**config.mk**
```make
export PLATFORM = sky130hd
export DESIGN_NAME = sorted_list_priority_queue_unit
export DESIGN_NICKNAME = d
export VERILOG_FILES = /design/src/hw/rtl/slpq_pkg.sv /design/src/hw/rtl/sorted_list_priority_queue_unit.sv /design/src/hw/rtl/slpq_rel.sv /design/src/hw/rtl/slpq_store.sv
export SDC_FILE = /design/constraint.sdc
export NUM_CORES = 2
export LEC_CHECK = 0
export CORE_MARGIN = 2
export CORE_UTILIZATION = 65
export CTS_BUF_LIST = sky130_fd_sc_hd__clkbuf_8
export DETAILED_ROUTE_END_ITERATION = 8
export DONT_BUFFER_PORTS = 1
export MAX_ROUTING_LAYER = met4
export PLACE_DENSITY = 0.88
export SETUP_SLACK_MARGIN = 0.4
export SLEW_MARGIN = 20
export SYNTH_ARGS = -nofsm -noshare
export SYNTH_HDL_FRONTEND = slang
export SYNTH_HIERARCHICAL = 1
export SYNTH_SLANG_ARGS = --single-unit
```
**constraint.sdc**
```tcl
create_clock -name i_clk -period 20.1 [get_ports i_clk]
set_clock_uncertainty 0.15 [all_clocks]
set_input_delay 1.005 -clock i_clk [delete_from_list [all_inputs] [get_ports i_clk]]
set_output_delay 1.005 -clock i_clk [all_outputs]
set_load 0.01 [all_outputs]
```
**src/hw/rtl/slpq_pkg.sv**
```systemverilog
// shared types, constants and helpers for the sorted list priority queue
`default_nettype none

package slpq_pkg;

    localparam int CAPACITY  = 16;
    localparam int IDX_W     = (CAPACITY > 1) ? $clog2(CAPACITY) : 1;
    localparam int PTR_W     = $clog2(CAPACITY + 1);
    localparam int CNT_W     = PTR_W;
    localparam int DATA_W    = 32;
    localparam int OUT_CNT_W = 5;

    // null link is the first index past the store
    localparam logic [PTR_W-1:0] NIL = PTR_W'(CAPACITY);

    typedef enum logic {
        REQ_PUSH = 1'b0,
        REQ_POP  = 1'b1
    } t_req;

    typedef enum logic [1:0] {
        ST_OK    = 2'd0,
        ST_FULL  = 2'd1,
        ST_EMPTY = 2'd2
    } t_status;

    // walk continues while stored priority REL new priority
    typedef enum logic [1:0] {
        ORD_LE = 2'd0,
        ORD_LT = 2'd1,
        ORD_GE = 2'd2,
        ORD_GT = 2'd3
    } t_order;

    typedef struct packed {
        logic                     node_we;
        logic [IDX_W-1:0]         node_addr;
        logic signed [DATA_W-1:0] node_value;
        logic signed [DATA_W-1:0] node_priority;
        logic                     link_we;
        logic [IDX_W-1:0]         link_addr;
        logic [PTR_W-1:0]         link_data;
    } t_store_wr;

    function automatic logic is_node(input logic [PTR_W-1:0] ptr);
        return ptr < NIL;
    endfunction

endpackage

`default_nettype wire

```
**src/hw/rtl/sorted_list_priority_queue_unit.sv**
```systemverilog
// top level: sequencer, list pointers and response register of the priority queue
`default_nettype none

// Priority queue held as a sorted singly linked list in a store of CAPACITY
// nodes (16), with unused nodes chained on a free list. A push request walks
// the list from the head, one node per clock through the single compare unit
// and the one read port of the node store, while the stored priority relates
// to the new one as order_mode says (0 <=, 1 <, 2 >=, 3 >, signed); the new
// node is then linked in where the walk stopped, so modes 0 and 2 keep equal
// priorities in arrival order. A pop request unlinks the head and returns it
// to the free list. Every request gives exactly one response with status,
// popped element, new top and count. A push walks the list serially over
// the read port and then links the node in; a successful pop reads the old
// head's link, then the new head's data. The block takes one request at a
// time and is not ready while one is in progress; the response sits in an
// output register, so a new request is taken while the previous response
// still waits. order_mode is written through i_cfg_we / i_cfg_wdata and
// must only change when idle.
module sorted_list_priority_queue_unit (
    input  logic                                  i_clk,
    input  logic                                  i_rst_n,
    // configuration
    input  logic                                  i_cfg_we,
    input  logic [1:0]                            i_cfg_wdata,
    // request channel
    input  logic                                  i_req_valid,
    output logic                                  o_req_ready,
    input  logic                                  i_req_type,
    input  logic signed [slpq_pkg::DATA_W-1:0]    i_item_value,
    input  logic signed [slpq_pkg::DATA_W-1:0]    i_item_priority,
    // response channel
    output logic                                  o_rsp_valid,
    input  logic                                  i_rsp_ready,
    output logic [1:0]                            o_status,
    output logic signed [slpq_pkg::DATA_W-1:0]    o_popped_value,
    output logic signed [slpq_pkg::DATA_W-1:0]    o_popped_priority,
    output logic                                  o_top_valid,
    output logic signed [slpq_pkg::DATA_W-1:0]    o_top_value,
    output logic signed [slpq_pkg::DATA_W-1:0]    o_top_priority,
    output logic [slpq_pkg::OUT_CNT_W-1:0]        o_entry_count
);
    import slpq_pkg::*;

    typedef enum logic [6:0] {
        S_IDLE  = 7'b0000001,
        S_WALK  = 7'b0000010,
        S_LINK1 = 7'b0000100,
        S_LINK2 = 7'b0001000,
        S_POP1  = 7'b0010000,
        S_POP2  = 7'b0100000,
        S_DONE  = 7'b1000000
    } t_state;

    // sequencer and list state
    t_state                   r_state, n_state;
    t_order                   r_order_mode;
    logic [PTR_W-1:0]         r_list_head, n_list_head;
    logic [PTR_W-1:0]         r_free_head, n_free_head;
    logic [CNT_W-1:0]         r_count, n_count;
    logic                     r_top_valid, n_top_valid;
    logic signed [DATA_W-1:0] r_top_value, n_top_value;
    logic signed [DATA_W-1:0] r_top_priority, n_top_priority;

    // working registers of the request in progress
    logic signed [DATA_W-1:0] r_item_value, n_item_value;
    logic signed [DATA_W-1:0] r_item_priority, n_item_priority;
    logic [PTR_W-1:0]         r_prev, n_prev;
    logic [PTR_W-1:0]         r_cur, n_cur;
    logic [PTR_W-1:0]         r_steps, n_steps;
    t_status                  r_status, n_status;
    logic signed [DATA_W-1:0] r_pop_value, n_pop_value;
    logic signed [DATA_W-1:0] r_pop_priority, n_pop_priority;

    // response register
    logic                     r_rsp_valid, n_rsp_valid;
    logic                     rsp_load;
    t_status                  r_o_status;
    logic signed [DATA_W-1:0] r_o_pop_value;
    logic signed [DATA_W-1:0] r_o_pop_priority;
    logic                     r_o_top_valid;
    logic signed [DATA_W-1:0] r_o_top_value;
    logic signed [DATA_W-1:0] r_o_top_priority;
    logic [OUT_CNT_W-1:0]     r_o_count;

    // node store and compare unit
    t_store_wr                store_wr;
    logic [IDX_W-1:0]         rd_addr;
    logic signed [DATA_W-1:0] rd_value;
    logic signed [DATA_W-1:0] rd_priority;
    logic [PTR_W-1:0]         rd_link;
    logic                     rel_holds;

    slpq_store u_store (
        .i_clk         (i_clk),
        .i_rst_n       (i_rst_n),
        .i_wr          (store_wr),
        .i_rd_addr     (rd_addr),
        .o_rd_value    (rd_value),
        .o_rd_priority (rd_priority),
        .o_rd_link     (rd_link)
    );

    // stored priority of the node being walked against the new one
    slpq_rel u_rel (
        .i_mode   (r_order_mode),
        .i_stored (rd_priority),
        .i_fresh  (r_item_priority),
        .o_holds  (rel_holds)
    );

    assign o_req_ready = (r_state == S_IDLE);

    always_comb begin
        n_state         = r_state;
        n_list_head     = r_list_head;
        n_free_head     = r_free_head;
        n_count         = r_count;
        n_top_valid     = r_top_valid;
        n_top_value     = r_top_value;
        n_top_priority  = r_top_priority;
        n_item_value    = r_item_value;
        n_item_priority = r_item_priority;
        n_prev          = r_prev;
        n_cur           = r_cur;
        n_steps         = r_steps;
        n_status        = r_status;
        n_pop_value     = r_pop_value;
        n_pop_priority  = r_pop_priority;
        rsp_load        = 1'b0;
        store_wr        = '0;
        // idle reads the head, so a walk or pop finds its data next cycle
        rd_addr         = r_list_head[IDX_W-1:0];

        case (r_state)
            S_IDLE: begin
                if (i_req_valid) begin
                    n_item_value    = i_item_value;
                    n_item_priority = i_item_priority;
                    n_pop_value     = '0;
                    n_pop_priority  = '0;
                    n_status        = ST_OK;
                    if (i_req_type == REQ_PUSH) begin
                        if (r_count >= CNT_W'(CAPACITY) || !is_node(r_free_head)) begin
                            n_status = ST_FULL;
                            n_state  = S_DONE;
                        end else begin
                            n_prev  = NIL;
                            n_cur   = r_list_head;
                            n_steps = '0;
                            n_state = is_node(r_list_head) ? S_WALK : S_LINK1;
                        end
                    end else begin
                        if (!is_node(r_list_head) || r_count == '0) begin
                            n_status = ST_EMPTY;
                            n_state  = S_DONE;
                        end else begin
                            n_cur   = r_list_head;
                            n_state = S_POP1;
                        end
                    end
                end
            end

            S_WALK: begin
                // read data belongs to r_cur; fetch its successor meanwhile
                rd_addr = rd_link[IDX_W-1:0];
                if (r_steps == PTR_W'(CAPACITY)) begin
                    n_state = S_LINK1;
                end else if (rel_holds) begin
                    n_prev  = r_cur;
                    n_cur   = rd_link;
                    n_steps = r_steps + PTR_W'(1);
                    n_state = is_node(rd_link) ? S_WALK : S_LINK1;
                end else begin
                    n_state = S_LINK1;
                end
            end

            S_LINK1: begin
                // fetch the free node's successor, hook predecessor to the free node
                rd_addr = r_free_head[IDX_W-1:0];
                if (is_node(r_prev)) begin
                    store_wr.link_we   = 1'b1;
                    store_wr.link_addr = r_prev[IDX_W-1:0];
                    store_wr.link_data = r_free_head;
                end
                n_state = S_LINK2;
            end

            S_LINK2: begin
                store_wr.node_we       = 1'b1;
                store_wr.node_addr     = r_free_head[IDX_W-1:0];
                store_wr.node_value    = r_item_value;
                store_wr.node_priority = r_item_priority;
                store_wr.link_we       = 1'b1;
                store_wr.link_addr     = r_free_head[IDX_W-1:0];
                store_wr.link_data     = is_node(r_cur) ? r_cur : NIL;
                n_free_head = is_node(rd_link) ? rd_link : NIL;
                if (!is_node(r_prev)) begin
                    n_list_head    = r_free_head;
                    n_top_valid    = 1'b1;
                    n_top_value    = r_item_value;
                    n_top_priority = r_item_priority;
                end
                n_count = r_count + CNT_W'(1);
                n_state = S_DONE;
            end

            S_POP1: begin
                // rd_link is the old head's successor; read the new head's data
                rd_addr            = rd_link[IDX_W-1:0];
                n_list_head        = is_node(rd_link) ? rd_link : NIL;
                store_wr.link_we   = 1'b1;
                store_wr.link_addr = r_cur[IDX_W-1:0];
                store_wr.link_data = r_free_head;
                n_free_head        = r_cur;
                n_count            = r_count - CNT_W'(1);
                n_pop_value        = r_top_value;
                n_pop_priority     = r_top_priority;
                n_state            = S_POP2;
            end

            S_POP2: begin
                if (is_node(r_list_head)) begin
                    n_top_valid    = 1'b1;
                    n_top_value    = rd_value;
                    n_top_priority = rd_priority;
                end else begin
                    n_top_valid    = 1'b0;
                    n_top_value    = '0;
                    n_top_priority = '0;
                end
                n_state = S_DONE;
            end

            S_DONE: begin
                // wait only while the previous response is still held
                if (!r_rsp_valid || i_rsp_ready) begin
                    rsp_load = 1'b1;
                    n_state  = S_IDLE;
                end
            end

            default: begin
                n_state = S_IDLE;
            end
        endcase
    end

    always_comb begin
        n_rsp_valid = r_rsp_valid;
        if (rsp_load) begin
            n_rsp_valid = 1'b1;
        end else if (i_rsp_ready) begin
            n_rsp_valid = 1'b0;
        end
    end

    // control state
    always_ff @(posedge i_clk) begin
        if (!i_rst_n) begin
            r_state     <= S_IDLE;
            r_list_head <= NIL;
            r_free_head <= '0;
            r_count     <= '0;
            r_top_valid <= 1'b0;
            r_rsp_valid <= 1'b0;
        end else begin
            r_state     <= n_state;
            r_list_head <= n_list_head;
            r_free_head <= n_free_head;
            r_count     <= n_count;
            r_top_valid <= n_top_valid;
            r_rsp_valid <= n_rsp_valid;
        end
    end

    // ordering register
    always_ff @(posedge i_clk) begin
        if (!i_rst_n) begin
            r_order_mode <= ORD_LE;
        end else if (i_cfg_we) begin
            r_order_mode <= t_order'(i_cfg_wdata);
        end
    end

    // payload registers
    always_ff @(posedge i_clk) begin
        r_top_value     <= n_top_value;
        r_top_priority  <= n_top_priority;
        r_item_value    <= n_item_value;
        r_item_priority <= n_item_priority;
        r_prev          <= n_prev;
        r_cur           <= n_cur;
        r_steps         <= n_steps;
        r_status        <= n_status;
        r_pop_value     <= n_pop_value;
        r_pop_priority  <= n_pop_priority;
        if (rsp_load) begin
            r_o_status       <= r_status;
            r_o_pop_value    <= r_pop_value;
            r_o_pop_priority <= r_pop_priority;
            r_o_top_valid    <= r_top_valid;
            // empty queue reports a zero top
            r_o_top_value    <= r_top_valid ? r_top_value : '0;
            r_o_top_priority <= r_top_valid ? r_top_priority : '0;
            r_o_count        <= OUT_CNT_W'(r_count);
        end
    end

    assign o_rsp_valid       = r_rsp_valid;
    assign o_status          = r_o_status;
    assign o_popped_value    = r_o_pop_value;
    assign o_popped_priority = r_o_pop_priority;
    assign o_top_valid       = r_o_top_valid;
    assign o_top_value       = r_o_top_value;
    assign o_top_priority    = r_o_top_priority;
    assign o_entry_count     = r_o_count;

endmodule

`default_nettype wire

```
**src/hw/rtl/slpq_rel.sv**
```systemverilog
// priority compare unit shared by every step of the list walk
`default_nettype none

module slpq_rel (
    input  slpq_pkg::t_order                          i_mode,
    input  logic signed [slpq_pkg::DATA_W-1:0]        i_stored,
    input  logic signed [slpq_pkg::DATA_W-1:0]        i_fresh,
    output logic                                      o_holds
);
    import slpq_pkg::*;

    always_comb begin
        case (i_mode)
            ORD_LE:  o_holds = (i_stored <= i_fresh);
            ORD_LT:  o_holds = (i_stored <  i_fresh);
            ORD_GE:  o_holds = (i_stored >= i_fresh);
            ORD_GT:  o_holds = (i_stored >  i_fresh);
            default: o_holds = 1'b0;
        endcase
    end

endmodule

`default_nettype wire

```
**src/hw/rtl/slpq_store.sv**
```systemverilog
// node store: value, priority and link memories with registered read
`default_nettype none

module slpq_store (
    input  logic                                 i_clk,
    input  logic                                 i_rst_n,
    input  slpq_pkg::t_store_wr                  i_wr,
    input  logic [slpq_pkg::IDX_W-1:0]           i_rd_addr,
    output logic signed [slpq_pkg::DATA_W-1:0]   o_rd_value,
    output logic signed [slpq_pkg::DATA_W-1:0]   o_rd_priority,
    output logic [slpq_pkg::PTR_W-1:0]           o_rd_link
);
    import slpq_pkg::*;

    logic signed [DATA_W-1:0] r_value_mem [CAPACITY];
    logic signed [DATA_W-1:0] r_prio_mem  [CAPACITY];
    logic [PTR_W-1:0]         r_link_mem  [CAPACITY];
    logic [CAPACITY-1:0]      r_link_vld;

    logic signed [DATA_W-1:0] r_rd_value;
    logic signed [DATA_W-1:0] r_rd_priority;
    logic [PTR_W-1:0]         r_rd_link;
    logic                     r_rd_vld;
    logic [IDX_W-1:0]         r_rd_addr;

    always_ff @(posedge i_clk) begin
        if (i_wr.node_we) begin
            r_value_mem[i_wr.node_addr] <= i_wr.node_value;
            r_prio_mem[i_wr.node_addr]  <= i_wr.node_priority;
        end
        if (i_wr.link_we) begin
            r_link_mem[i_wr.link_addr] <= i_wr.link_data;
        end
        r_rd_value    <= r_value_mem[i_rd_addr];
        r_rd_priority <= r_prio_mem[i_rd_addr];
        r_rd_link     <= r_link_mem[i_rd_addr];
        r_rd_vld      <= r_link_vld[i_rd_addr];
        r_rd_addr     <= i_rd_addr;
    end

    // unwritten link entries read as the reset free chain
    always_ff @(posedge i_clk) begin
        if (!i_rst_n) begin
            r_link_vld <= '0;
        end else if (i_wr.link_we) begin
            r_link_vld[i_wr.link_addr] <= 1'b1;
        end
    end

    assign o_rd_value    = r_rd_value;
    assign o_rd_priority = r_rd_priority;
    assign o_rd_link     = r_rd_vld ? r_rd_link : (PTR_W'(r_rd_addr) + PTR_W'(1));

endmodule

`default_nettype wire

```
==> out/results.ini <==
[status]
outcome = complete, no violations

[setup_path]
cp-start-kind = flip-flop
cp_max_fo = 63
ff2ff_setup_slack_ps = 14510
cp_data_arrival_time_ps = 6210
r2r_cells = 10
required_ps = 20720
reg2reg_from = r_state[3]$_SDFFE_PN0P_
rr_endpoint = u_store/o_rd_value[28]$_DFF_P_
crit_type = reg2reg
critPathCaptureType = flip-flop

[floorplan]
design.core.area_um2 = 90100
die_w_um = 306
rows = 110
die_y_um = 306
die-area_um2 = 93500
io_pins = 210
initial_core_util = 0.656

[power]
power.total_mw = 6.33
clock_power_share = 0.405
switchingPower_mw = 1.37
power.leakage_nw = 19.9
cellPowerDensity_nw_per_um2 = 96.7
internal-power_mw = 4.96
p_sw_frac = 0.216
ir_worst_vdd_mv = 0.0668
pwr-share-seq = 0.572
combPwrFrac = 0.023

[drt]
vias_per_cell = 7.02
wirelength_um = 147000
dr.first_iter.drc_count = 5000
drcViolationCount = 0
drt.antenna.violating_nets = 0
first_pass_iters = 8
avgRoutedWirePerCell_um = 32.2
dr_total_vias = 31887

[timing]
finalMaxSlewViolations = 0
slew-limit-headroom = 0.180
period_minus_slack_ps = 5590
setup_violations = 0
setup_slack_ps = 14510
rsz0062_at_grt = false
period_share = 0.278
finalHoldWorstSlack_ps = 36.7
fmax_mhz = 179
hold_violations = 0
fin_setup_tns_ps = 0
worstMarginPinSlew_ps = 1230

[synth]
seq_area_frac_synth = 0.775
synth_common_cells = 1449 x edfxtp_1, 280 x mux4_2, 180 x nand2_1
syn_area_um2 = 59200
yosysWarnings = 6
synth_cell_type_count = 71
synth_area_leader_cell = edfxtp_1
synth_fp_nets = 3136
yosysTopAreaCellShare = 0.735
async_reset_ff_frac = 0
netlist_instances = 3027
synth_most_common_cell = edfxtp_1
synth_ff_type = edfxtp_1
avgSynthCellArea_um2 = 19.5
synth_edf_count = 1449
netlist_top_cells_area = edfxtp_1 74%, mux4_2 11%, dfxtp_1 3.9%, a22oi_1 1.8%, and3_1 1.4%
ys_seq_elements = 1565

[min_path]
hold_class = in2reg
whs_endpoint = r_item_priority[30]$_DFFE_PP_
hp-start = i_item_priority[30]
whs_path_depth = 0

[placement]
dpl.hpwl_um = 76600
dp.cells = 4084
place_worst_setup_slack_ps = 13470
portBuffers = 0
gp_congestion = 0.918

[final_layout]
drive_gt1_frac = 0.207
syn_to_final_growth_pct = 10.5
reg_top3 = u_store/r_prio_mem (512), u_store/r_value_mem (512), u_store/r_link_mem (80)
final_cells = 4545
nets = 3271
fillCellCount = 4522

[cts]
clock_sinks = 1565
cts_max_level = 4
cts_resized = 0
path_clk_slew_ps = 70
cts_tree = yes
cts_buffer_depth = 3
root_buffer = clkbuf_8
clk_latency_ps = 900
cts_buffers = 226

[global_routing]
grt_remaining_overflow = 0
grt_max_degree = 184
grt_pass1_vias = 32059
grt_pass1_wl_um = 211000
grt_antenna_before_repair = 7
grt_usage = 0.325

[flow_run]
maxCapViolCount = 0

## power groups by stage
stage	clock [mW]	combinational (mW)	sequential (mW)
2_1_floorplan	0	0.0825	3.66
3_3_place_gp	0	0.124	3.68
3_5_place_dp	0	0.134	3.68
4_1_cts	2.58	0.141	3.62
5_1_grt	2.71	0.154	3.62
6_report	2.56	0.146	3.62
## repair_timing
item,CTS,global route
hold buffers,23,0
setup endpoints to repair,0,0
endpoints found under the hold margin,24,0
buffers inserted,0,0
## logic make-up after synthesis
logic type	synth area share
compound gates	0.0368
xor+xnor	0.00104
flops	0.775
fa+ha+maj	0.00782
mux	0.107
buf+inv	0.0171
simple gates	0.0554
## per-stage QoR
step / util / instance area (µm²)
2_1_floorplan: - / 59200
3_3_place_gp: 0.670 / 60400
3_5_place_dp: 0.670 / 60400
4_1_cts: 0.724 / 65300
5_1_grt: 0.725 / 65400
6_report: 0.725 / 65400
## critical path, stage by stage (launching register included)
cell and delay (ps):
dfxtp_1 590, nor3b_2 100, nand2_1 630, inv_1 550
nor3_1 610, a221o_4 550, buf_12 500, buf_6 680
mux4_2 600, a22oi_1 250, nand2_1 140
## how the worst max path moves through the flow
| stage | from | endpoint | depth (start not counted) | slack (ps) |
|---|---|---|---|---|
| after floorplan | i_rsp_ready | o_entry_count[0]$_DFFE_PP_ | 2 | 12170 |
| after global placement | r_state[3]$_SDFFE_PN0P_ | u_store/o_rd_value[29]$_DFF_P_ | 10 | 13900 |
| after detailed placement | r_state[3]$_SDFFE_PN0P_ | u_store/o_rd_value[20]$_DFF_P_ | 10 | 13470 |
| after CTS | r_state[3]$_SDFFE_PN0P_ | u_store/o_rd_value[28]$_DFF_P_ | 10 | 13370 |
| after global routing | r_state[3]$_SDFFE_PN0P_ | u_store/o_rd_value[29]$_DFF_P_ | 10 | 14060 |
| final | r_state[3]$_SDFFE_PN0P_ | u_store/o_rd_value[28]$_DFF_P_ | 10 | 14510 |
## cell type report
class | instances | area [µm²] | area share
Sequential cell | 1565 | 45800 | 0.701
Multi-Input combinational cell | 1249 | 12500 | 0.192
Clock buffer | 254 | 3500 | 0.0535
Tap cell | 1176 | 1470 | 0.0225
Clock inverter | 173 | 1150 | 0.0176
Timing Repair Buffer | 76 | 721 | 0.0110
Inverter | 44 | 166 | 0.00254
Antenna cell | 8 | 20.0 | 0.000306
## placed cells by master, fill, tap and decap left out, types with 4 or more instances in the layout
cell type / instances
nand3_1: 24
nor2_1: 32
clkbuf_8: 254
diode_2: 8
mux4_2: 280
nand3b_1: 9
a22o_1: 5
nor3_2: 6
xor2_1: 4
nand2_1: 178
nand2b_1: 74
ha_1: 37
a21oi_1: 24
a221o_1: 7
bufinv_16: 14
dfxtp_1: 114
a21boi_0: 4
edfxtp_1: 1449
o21ai_0: 74
a22oi_1: 142
o21a_1: 17
nor4b_1: 5
nand4_1: 6
nor3_1: 15
a211oi_1: 12
nor2b_1: 4
and3_1: 133
buf_4: 46
or3_1: 4
inv_6: 5
and2_1: 69
nor2_4: 13
inv_1: 120
clkinv_1: 34
a31oi_1: 5
clkinv_2: 36
dlygate4sd3_1: 23
## routing by layer
layer	vias to the layer above	wire length [µm]	track usage
met5	-	0	-
met4	0	7290	0.155
met3	562	20400	0.0908
met2	2947	70700	0.497
met1	15863	48200	0.407
li1	12515	-	-
Note: power is estimated with default switching activity, not from simulation.
